## src/sfv_pkg.sv

```systemverilog
// ----------------------------------------------------------------------------
// sfv_pkg
// Types, codes and constants shared by the STX/ETX frame validator files.
// ----------------------------------------------------------------------------
package sfv_pkg;

  localparam logic [7:0] CHAR_STX       = 8'h02;
  localparam logic [7:0] CHAR_ETX       = 8'h03;
  localparam logic [7:0] CHAR_COMMA     = 8'h2C;
  localparam logic [7:0] CHAR_PRINT_LO  = 8'h20;
  localparam logic [7:0] CHAR_PRINT_HI  = 8'h7E;
  localparam logic [7:0] MAX_LEN_RESET  = 8'd128;

  typedef enum logic [3:0] {
    PH_WAIT    = 4'b0001,
    PH_DATA    = 4'b0010,
    PH_CHECK   = 4'b0100,
    PH_GARBLED = 4'b1000
  } phase_t;

  typedef enum logic [2:0] {
    EV_IGNORED  = 3'd0,
    EV_COL_BYTE = 3'd1,
    EV_COL_END  = 3'd2,
    EV_VALID    = 3'd3,
    EV_GARBLED  = 3'd4
  } evt_code_t;

  typedef enum logic [1:0] {
    CAUSE_NONE     = 2'd0,
    CAUSE_BAD_CHAR = 2'd1,
    CAUSE_TOO_LONG = 2'd2,
    CAUSE_CHECKSUM = 2'd3
  } cause_t;

  typedef struct packed {
    logic [7:0] rx_byte;
    logic       line_start;
  } item_t;

  typedef struct packed {
    logic [2:0] event_res;
    logic [5:0] column_index;
    logic [7:0] data_byte;
    logic [1:0] error_cause;
    logic [7:0] running_checksum;
  } result_t;

  // Returns {valid, nibble}; valid is low when the byte is not a hex digit.
  function automatic logic [4:0] hex_value(input logic [7:0] c);
    logic [7:0] d;
    d = 8'd0;
    if (c >= 8'h30 && c <= 8'h39) begin
      d = c - 8'h30;
      return {1'b1, d[3:0]};
    end else if (c >= 8'h41 && c <= 8'h46) begin
      d = c - 8'h37;
      return {1'b1, d[3:0]};
    end else if (c >= 8'h61 && c <= 8'h66) begin
      d = c - 8'h57;
      return {1'b1, d[3:0]};
    end
    return 5'd0;
  endfunction

endpackage

```

## src/sfv_rx_if.sv

```systemverilog
// ----------------------------------------------------------------------------
// sfv_rx_if
// Handshake channel carrying one received byte word and its line start flag.
// ----------------------------------------------------------------------------
interface sfv_rx_if;
  logic       valid;
  logic       ready;
  logic [7:0] rx_byte;
  logic       line_start;

  modport source (output valid, output rx_byte, output line_start, input ready);
  modport sink   (input valid, input rx_byte, input line_start, output ready);
endinterface

```

## src/sfv_ev_if.sv

```systemverilog
// ----------------------------------------------------------------------------
// sfv_ev_if
// Handshake channel carrying one parser event word.
// ----------------------------------------------------------------------------
interface sfv_ev_if;
  logic       valid;
  logic       ready;
  logic [2:0] event_res;
  logic [5:0] column_index;
  logic [7:0] data_byte;
  logic [1:0] error_cause;
  logic [7:0] running_checksum;

  modport source (output valid, output event_res, output column_index, output data_byte,
                  output error_cause, output running_checksum, input ready);
  modport sink   (input valid, input event_res, input column_index, input data_byte,
                  input error_cause, input running_checksum, output ready);
endinterface

```

## src/sfv_in_stage.sv

```systemverilog
// ----------------------------------------------------------------------------
// sfv_in_stage
// Input register that holds one received word until the parser takes it.
// ----------------------------------------------------------------------------
module sfv_in_stage (
  input  logic          clk,
  input  logic          rst,
  sfv_rx_if.sink        rx,
  input  logic          advance,
  output logic          item_valid,
  output sfv_pkg::item_t item
);
  import sfv_pkg::*;

  assign rx.ready = !item_valid || advance;

  always_ff @(posedge clk) begin
    if (rst) begin
      item_valid <= 1'b0;
    end else if (rx.ready) begin
      item_valid <= rx.valid;
    end
  end

  always_ff @(posedge clk) begin
    if (rx.valid && rx.ready) begin
      item.rx_byte    <= rx.rx_byte;
      item.line_start <= rx.line_start;
    end
  end

endmodule

```

## src/sfv_parser.sv

```systemverilog
// ----------------------------------------------------------------------------
// sfv_parser
// Frame parser state, column length limit register and per-word event logic.
// ----------------------------------------------------------------------------
module sfv_parser #(
  parameter int MAX_COLUMN_INDEX = 63
) (
  input  logic             clk,
  input  logic             rst,
  input  logic             cfg_write,
  input  logic [7:0]       cfg_data,
  input  logic             advance,
  input  sfv_pkg::item_t   item,
  output sfv_pkg::result_t result
);
  import sfv_pkg::*;

  localparam int CW = $clog2(MAX_COLUMN_INDEX + 1);
  localparam logic [CW-1:0] COL_MAX = CW'(MAX_COLUMN_INDEX);

  logic [7:0]    max_column_length;
  phase_t        phase, phase_next;
  logic [7:0]    xor_sum, xor_sum_next;
  logic [CW-1:0] column_count, column_count_next;
  logic [7:0]    column_length, column_length_next;
  logic [3:0]    high_nibble, high_nibble_next;
  logic          hex_digits_seen, hex_digits_seen_next;
  logic          hex_bad, hex_bad_next;

  logic [CW-1:0] idx;
  logic [CW-1:0] count_inc;
  logic [8:0]    len_inc;
  logic [4:0]    hex;
  evt_code_t     ev;
  cause_t        cause;
  logic [7:0]    c;

  always_comb begin
    c = item.rx_byte;
    phase_next           = phase;
    xor_sum_next         = xor_sum;
    column_count_next    = column_count;
    column_length_next   = column_length;
    high_nibble_next     = high_nibble;
    hex_digits_seen_next = hex_digits_seen;
    hex_bad_next         = hex_bad;
    if (item.line_start) begin
      phase_next           = PH_WAIT;
      xor_sum_next         = 8'd0;
      column_count_next    = '0;
      column_length_next   = 8'd0;
      high_nibble_next     = 4'd0;
      hex_digits_seen_next = 1'b0;
      hex_bad_next         = 1'b0;
    end
    idx       = column_count_next;
    count_inc = (column_count_next >= COL_MAX) ? COL_MAX : column_count_next + 1'b1;
    len_inc   = {1'b0, column_length_next} + 9'd1;
    hex       = hex_value(c);
    ev        = EV_IGNORED;
    cause     = CAUSE_NONE;

    case (phase_next)
      PH_WAIT: begin
        if (c == CHAR_STX) begin
          phase_next           = PH_DATA;
          xor_sum_next         = 8'd0;
          column_count_next    = '0;
          column_length_next   = 8'd0;
          high_nibble_next     = 4'd0;
          hex_digits_seen_next = 1'b0;
          hex_bad_next         = 1'b0;
          idx                  = '0;
        end
      end
      PH_DATA: begin
        if (c == CHAR_ETX || c == CHAR_COMMA) begin
          column_count_next  = count_inc;
          column_length_next = 8'd0;
          idx                = count_inc;
          ev                 = EV_COL_END;
          if (c == CHAR_ETX) begin
            phase_next           = PH_CHECK;
            hex_digits_seen_next = 1'b0;
            hex_bad_next         = 1'b0;
            high_nibble_next     = 4'd0;
          end else begin
            xor_sum_next = xor_sum_next ^ c;
          end
        end else if (c < CHAR_PRINT_LO || c > CHAR_PRINT_HI) begin
          xor_sum_next = xor_sum_next ^ c;
          phase_next   = PH_GARBLED;
          ev           = EV_GARBLED;
          cause        = CAUSE_BAD_CHAR;
        end else begin
          xor_sum_next = xor_sum_next ^ c;
          idx          = count_inc;
          if (len_inc > {1'b0, max_column_length}) begin
            phase_next = PH_GARBLED;
            ev         = EV_GARBLED;
            cause      = CAUSE_TOO_LONG;
          end else begin
            column_length_next = len_inc[7:0];
            ev                 = EV_COL_BYTE;
          end
        end
      end
      PH_CHECK: begin
        if (!hex_digits_seen_next) begin
          high_nibble_next     = hex[3:0];
          hex_bad_next         = !hex[4];
          hex_digits_seen_next = 1'b1;
        end else begin
          if (hex_bad_next || !hex[4] || {high_nibble_next, hex[3:0]} != xor_sum_next) begin
            phase_next = PH_GARBLED;
            ev         = EV_GARBLED;
            cause      = CAUSE_CHECKSUM;
          end else begin
            phase_next = PH_WAIT;
            ev         = EV_VALID;
          end
          hex_digits_seen_next = 1'b0;
          hex_bad_next         = 1'b0;
          high_nibble_next     = 4'd0;
        end
      end
      default: begin
      end
    endcase

    result.event_res        = ev;
    result.column_index     = 6'(idx);
    result.data_byte        = c;
    result.error_cause      = cause;
    result.running_checksum = xor_sum_next;
  end

  always_ff @(posedge clk) begin
    if (rst) begin
      max_column_length <= MAX_LEN_RESET;
    end else if (cfg_write) begin
      max_column_length <= cfg_data;
    end
  end

  always_ff @(posedge clk) begin
    if (rst) begin
      phase           <= PH_WAIT;
      xor_sum         <= 8'd0;
      column_count    <= '0;
      column_length   <= 8'd0;
      high_nibble     <= 4'd0;
      hex_digits_seen <= 1'b0;
      hex_bad         <= 1'b0;
    end else if (advance) begin
      phase           <= phase_next;
      xor_sum         <= xor_sum_next;
      column_count    <= column_count_next;
      column_length   <= column_length_next;
      high_nibble     <= high_nibble_next;
      hex_digits_seen <= hex_digits_seen_next;
      hex_bad         <= hex_bad_next;
    end
  end

endmodule

```

## src/sfv_out_stage.sv

```systemverilog
// ----------------------------------------------------------------------------
// sfv_out_stage
// Result register that holds one event word until the sink takes it.
// ----------------------------------------------------------------------------
module sfv_out_stage (
  input  logic             clk,
  input  logic             rst,
  input  logic             item_valid,
  input  sfv_pkg::result_t result,
  output logic             advance,
  sfv_ev_if.source         ev
);
  import sfv_pkg::*;

  result_t held;

  assign advance = item_valid && (!ev.valid || ev.ready);

  always_ff @(posedge clk) begin
    if (rst) begin
      ev.valid <= 1'b0;
    end else if (!ev.valid || ev.ready) begin
      ev.valid <= item_valid;
    end
  end

  always_ff @(posedge clk) begin
    if (advance) begin
      held <= result;
    end
  end

  assign ev.event_res        = held.event_res;
  assign ev.column_index     = held.column_index;
  assign ev.data_byte        = held.data_byte;
  assign ev.error_cause      = held.error_cause;
  assign ev.running_checksum = held.running_checksum;

endmodule

```

## src/stx_etx_frame_validator.sv

```systemverilog
// ----------------------------------------------------------------------------
// stx_etx_frame_validator
// STX/ETX framed ASCII line validator with comma columns and XOR checksum.
// ----------------------------------------------------------------------------
//   Channel  Dir  Contents
//   rx       in   rx_byte, line_start
//   ev       out  event_res, column_index, data_byte, error_cause, running_checksum
//   cfg      in   cfg_write, cfg_data (max_column_length, reset 128)
//
// Each word is held in the input register and then parsed into the result
// register, from which its event word is offered. One word can be accepted
// every cycle while the event output is not stalled.
// Reset is synchronous and returns the parser to waiting for STX.
// A stalled result holds both registers; an empty input register still takes one word.
// ----------------------------------------------------------------------------
module stx_etx_frame_validator #(
  parameter int MAX_COLUMN_INDEX = 63
) (
  input  logic       clk,
  input  logic       rst,
  input  logic       cfg_write,
  input  logic [7:0] cfg_data,
  sfv_rx_if.sink     rx,
  sfv_ev_if.source   ev
);
  import sfv_pkg::*;

  logic    item_valid;
  logic    advance;
  item_t   item;
  result_t result;

  sfv_in_stage u_in (
    .clk        (clk),
    .rst        (rst),
    .rx         (rx),
    .advance    (advance),
    .item_valid (item_valid),
    .item       (item)
  );

  sfv_parser #(
    .MAX_COLUMN_INDEX (MAX_COLUMN_INDEX)
  ) u_parser (
    .clk       (clk),
    .rst       (rst),
    .cfg_write (cfg_write),
    .cfg_data  (cfg_data),
    .advance   (advance),
    .item      (item),
    .result    (result)
  );

  sfv_out_stage u_out (
    .clk        (clk),
    .rst        (rst),
    .item_valid (item_valid),
    .result     (result),
    .advance    (advance),
    .ev         (ev)
  );

endmodule

```

## src/flat_wrapper.sv

```systemverilog
// flat-port wrapper written by rule: the top's interface ports become plain ports
module stx_etx_frame_validator_flat import sfv_pkg::*;
#(
  parameter int MAX_COLUMN_INDEX = 63
)
  (clk, rst, cfg_write, cfg_data, rx_valid, rx_rx_byte, rx_line_start, rx_ready, ev_valid, ev_event_res, ev_column_index, ev_data_byte, ev_error_cause, ev_running_checksum, ev_ready);
  sfv_rx_if rx_i ();
  sfv_ev_if ev_i ();
  input  logic clk;
  input  logic rst;
  input  logic cfg_write;
  input  logic [7:0] cfg_data;
  input wire logic [$bits(rx_i.valid)-1:0] rx_valid;
  input wire logic [$bits(rx_i.rx_byte)-1:0] rx_rx_byte;
  input wire logic [$bits(rx_i.line_start)-1:0] rx_line_start;
  output wire logic [$bits(rx_i.ready)-1:0] rx_ready;
  output wire logic [$bits(ev_i.valid)-1:0] ev_valid;
  output wire logic [$bits(ev_i.event_res)-1:0] ev_event_res;
  output wire logic [$bits(ev_i.column_index)-1:0] ev_column_index;
  output wire logic [$bits(ev_i.data_byte)-1:0] ev_data_byte;
  output wire logic [$bits(ev_i.error_cause)-1:0] ev_error_cause;
  output wire logic [$bits(ev_i.running_checksum)-1:0] ev_running_checksum;
  input wire logic [$bits(ev_i.ready)-1:0] ev_ready;
  assign rx_i.valid = rx_valid;
  assign rx_i.rx_byte = rx_rx_byte;
  assign rx_i.line_start = rx_line_start;
  assign rx_ready = rx_i.ready;
  assign ev_valid = ev_i.valid;
  assign ev_event_res = ev_i.event_res;
  assign ev_column_index = ev_i.column_index;
  assign ev_data_byte = ev_i.data_byte;
  assign ev_error_cause = ev_i.error_cause;
  assign ev_running_checksum = ev_i.running_checksum;
  assign ev_i.ready = ev_ready;
  stx_etx_frame_validator #(.MAX_COLUMN_INDEX(MAX_COLUMN_INDEX)) u_core (.clk(clk), .rst(rst), .cfg_write(cfg_write), .cfg_data(cfg_data), .rx(rx_i), .ev(ev_i));
endmodule
```

## config.mk

```make
export PLATFORM = sky130hd
export DESIGN_NAME = stx_etx_frame_validator_flat
export DESIGN_NICKNAME = d
export VERILOG_FILES = /design/src/sfv_pkg.sv /design/src/sfv_rx_if.sv /design/src/sfv_ev_if.sv /design/src/sfv_in_stage.sv /design/src/sfv_parser.sv /design/src/sfv_out_stage.sv /design/src/stx_etx_frame_validator.sv /design/src/flat_wrapper.sv
export SDC_FILE = /design/constraint.sdc
export NUM_CORES = 1
export LEC_CHECK = 0
export BUFFER_PORTS_ARGS = -buffer_cell sky130_fd_sc_hd__buf_4
export CAP_MARGIN = 10
export CORE_MARGIN = 2
export CORE_UTILIZATION = 53
export DETAILED_ROUTE_END_ITERATION = 10
export GPL_ROUTABILITY_DRIVEN = 1
export PLACE_DENSITY = 0.84
export SETUP_SLACK_MARGIN = 0.1
export SYNTH_ARGS = -nofsm -noshare
export SYNTH_HDL_FRONTEND = slang
export SYNTH_HIERARCHICAL = 1
export SYNTH_SLANG_ARGS = --single-unit
```

## constraint.sdc

```tcl
create_clock -name clk -period 4.1 [get_ports clk]
set_clock_uncertainty 0.05 [all_clocks]
set_input_delay 0 -clock clk [delete_from_list [all_inputs] [get_ports clk]]
set_output_delay 0 -clock clk [all_outputs]
set_load 0.05 [all_outputs]
```

==> impl_metrics.ini <==
[outcome]
status = finished, violations left
violations = hold timing

[global_routing]
grt_pass1_vias = 3494
grt.overflow.total = 0
antenna_found_initial = 0
track_usage = 0.241
grt_pass1_wl_microns = 16800
grt_max_degree = 59

[worst_setup_path]
cp_cell_sequence = nor2b_1 -> ha_1 -> and3_1 -> and3_1 -> xor2_1 -> ha_1 -> a2111oi_4 -> o221ai_2 -> a32oi_4 -> a21o_1 -> a21oi_1 -> mux2_2
critPathSlowestCell = edfxtp_1
cp_data_required_time_ns = 4.30
worst-setup-path-type = flip-flop to flip-flop
r2r-end = u_core/u_parser/column_length[0]
cp-start-kind = flip-flop
r2r_setup_slack_ns = 0.40
r2r_cells = 12
slowest_delay_ns = 0.42
timing.rr.start = u_core/u_in/item[0]
worstPathMaxFanout = 7
end_kind = flip-flop
critPathArrivalTime_ns = 3.90

[timing]
slew_violations = 0
final_hold_viol_count = 1
finalSetupTns_ns = 0
rsz0062_at_grt = false
whs_ns = -0.000466
relSlewSlack = 0.493
finalCritPeriodShare = 0.902
period_needed_ns = 3.70
fmaxAchievable_ghz = 0.270
setup_viol = 0
tightest_slew_ns = 0.758

[floorplan]
dieArea_sq_mm = 0.00898
die_h_microns = 94.7
start_util = 0.539
num_io_pins = 51
core_area_sq_mm = 0.00809
die_x_microns = 94.7
rows = 33

[clock_tree]
cts_sinks = 78
cts_tree = built
clk_pin_slew_ns = 0.09
cts_buffers = 9
clock_tree.root_cell = clkbuf_8
cts.path.max_buffers = 2
insertion_delay_ns = 0.36
htreeDepth = 3

[routing]
drc_errors = 0
route.vias.total = 3742
routed_via_density = 5.98
antenna_violating_nets_post_route = 0
drt_first_pass_iters = 5
wl_per_cell_microns = 16.7
first_iter_violations = 406
wirelength_microns = 10500

[synth]
syn-num-nets = 496
async_reset_ff_frac = 0
syn_area_sq_mm = 0.00436
yosysSeqAreaShare = 0.440
yosysWarnings = 6
synth_largest_area_cell = edfxtp_1
ys_seq_elements = 78
synth_edf_count = 36
synth_cells = 460
synth_top_cell_area_share = 0.248
ys_top_cells_by_area = edfxtp_1, dfxtp_1, nor2_1
synth_cell_types = 68
syn_area_per_cell_sq_um = 9.49
synth_ff_type = dfxtp_1

[finish]
syn_to_final_growth_pct = 18.6
fin_util = 0.640
nFillCells = 660
fin_nets = 552
fin_area_sq_mm = 0.00518
layout_commonest_cell = nor2_1
multi_input_area_sq_mm = 0.00219
drive_gt1_frac = 0.167
final_cell_mix = nor2_1, buf_4, dfxtp_1, edfxtp_1
ff_latch_area_sq_mm = 0.00192
diodes = 0

[pwr]
power_leakage_nw = 2.03
powerDensity_mw_per_mm2 = 333
power_mw = 1.72
ir_drop_v = 0.000234

[min_path]
min_to = u_core/u_out/ev.valid
hp-class = input port to flip-flop
hp-start = rst
hold_depth = 2

[placed_design]
dpl_cell_area_sq_mm = 0.00470
port_buffers = 50
gp_congestion = 0.925
dp_hpwl_microns = 6610

[job]
drv_cap = 0
-- cell type report --
type / instances / share of cell area
Clock inverter: 7 / 0.0155
Sequential cell: 78 / 0.371
Multi-Input combinational cell: 330 / 0.424
Clock buffer: 9 / 0.0239
Inverter: 19 / 0.0138
Timing Repair Buffer: 78 / 0.126
Tap cell: 105 / 0.0254
-- synthesized netlist by cell type, types with 10 or more instances --
| master | instances |
|---|---|
| xnor2_1 | 10 |
| ha_1 | 14 |
| o21ai_0 | 27 |
| inv_1 | 19 |
| nor2_1 | 59 |
| a21oi_1 | 24 |
| mux2i_1 | 18 |
| nand2_1 | 24 |
| nor2b_1 | 11 |
| nand2b_1 | 11 |
| edfxtp_1 | 36 |
| and3_1 | 12 |
| clkbuf_1 | 13 |
| nand3_1 | 16 |
| dfxtp_1 | 42 |
-- metrics by stage --
stage	cells	worst slack (ns)
after floorplan	460	0.107
after global placement	583	0.677
after detailed placement	583	0.513
after CTS	626	0.466
after global routing	626	0.184
final	626	0.400
-- sequential cells by signal (all words and copies together) (netlist names) --
register,cells
u_core/u_parser/column_count,6
u_core/u_out/ev.error_cause,2
u_core/u_parser/xor_sum,8
u_core/u_parser/phase,4
u_core/u_parser/hex_bad,1
u_core/u_out/ev.event_res,3
u_core/u_out/ev.valid,1
u_core/u_out/ev.column_index,6
u_core/u_parser/high_nibble,4
u_core/u_parser/column_length,8
u_core/u_parser/max_column_length,8
u_core/u_in/item,9
u_core/u_parser/hex_digits_seen,1
u_core/u_in/item_valid,1
u_core/u_out/ev.data_byte,8
u_core/u_out/ev.running_checksum,8
-- routing by layer --
metal,global-route usage,wire [microns],vias to the layer above
li1,-,-,1774
met2,0.394,5190,149
met1,0.302,4320,1790
met4,0.126,346,0
met3,0.0471,618,29
met5,0,0,-
-- worst max-delay path by stage --
stage | end | slack [ns] | depth (start not counted) | startpoint
3_5_place_dp | u_core/u_parser/column_length[4] | 0.51 | 12 | u_core/u_in/item[0]
3_3_place_gp | u_core/u_parser/column_length[4] | 0.68 | 12 | u_core/u_in/item[0]
5_1_grt | u_core/u_parser/column_length[0] | 0.18 | 12 | u_core/u_in/item[0]
2_1_floorplan | u_core/u_parser/column_length[4] | 0.11 | 16 | u_core/u_in/item[0]
4_1_cts | u_core/u_parser/column_length[4] | 0.47 | 12 | u_core/u_in/item[0]
6_report | u_core/u_parser/column_length[0] | 0.40 | 12 | u_core/u_in/item[0]
-- power breakdown --
part,total [mW],switching [mW],leakage (nW),internal (mW)
combinational,0.250,0.152,1.25,0.0980
clock,0.601,0.311,0.0973,0.290
sequential,0.873,0.0279,0.688,0.845
total,1.72,0.491,2.03,1.23
-- worst max-delay path: cells and delay by family (launching register included) --
| family | cells | cell delay (ns) |
|---|---|---|
| muxes | 1 | 0.30 |
| xor gates and xnor gates | 1 | 0.18 |
| AOI/OAI and AO/OA | 5 | 1.29 |
| adders and majority gates | 2 | 0.58 |
| and+or+nand+nor | 3 | 0.77 |
| DFF | 1 | 0.42 |
-- repair_timing --
action | CTS | global route
hold endpoints to repair | 19 | 0
setup endpoints to repair | 0 | 0
hold buffers | 27 | 0
gates resized for setup | 0 | 0
setup buffers | 0 | 0
-- cell families (layout without fill, tap and decap cells) --
kind of cell | Yosys count | in the layout | share of synthesized area
simple gates | 170 | 170 | 0.207
mux | 19 | 19 | 0.0439
compound gates | 113 | 113 | 0.183
xor+xnor | 14 | 14 | 0.0281
buf+inv | 52 | 113 | 0.0568
flops | 78 | 78 | 0.440
fa+ha+maj | 14 | 14 | 0.0401
Note: power is estimated with default switching activity, not from simulation.
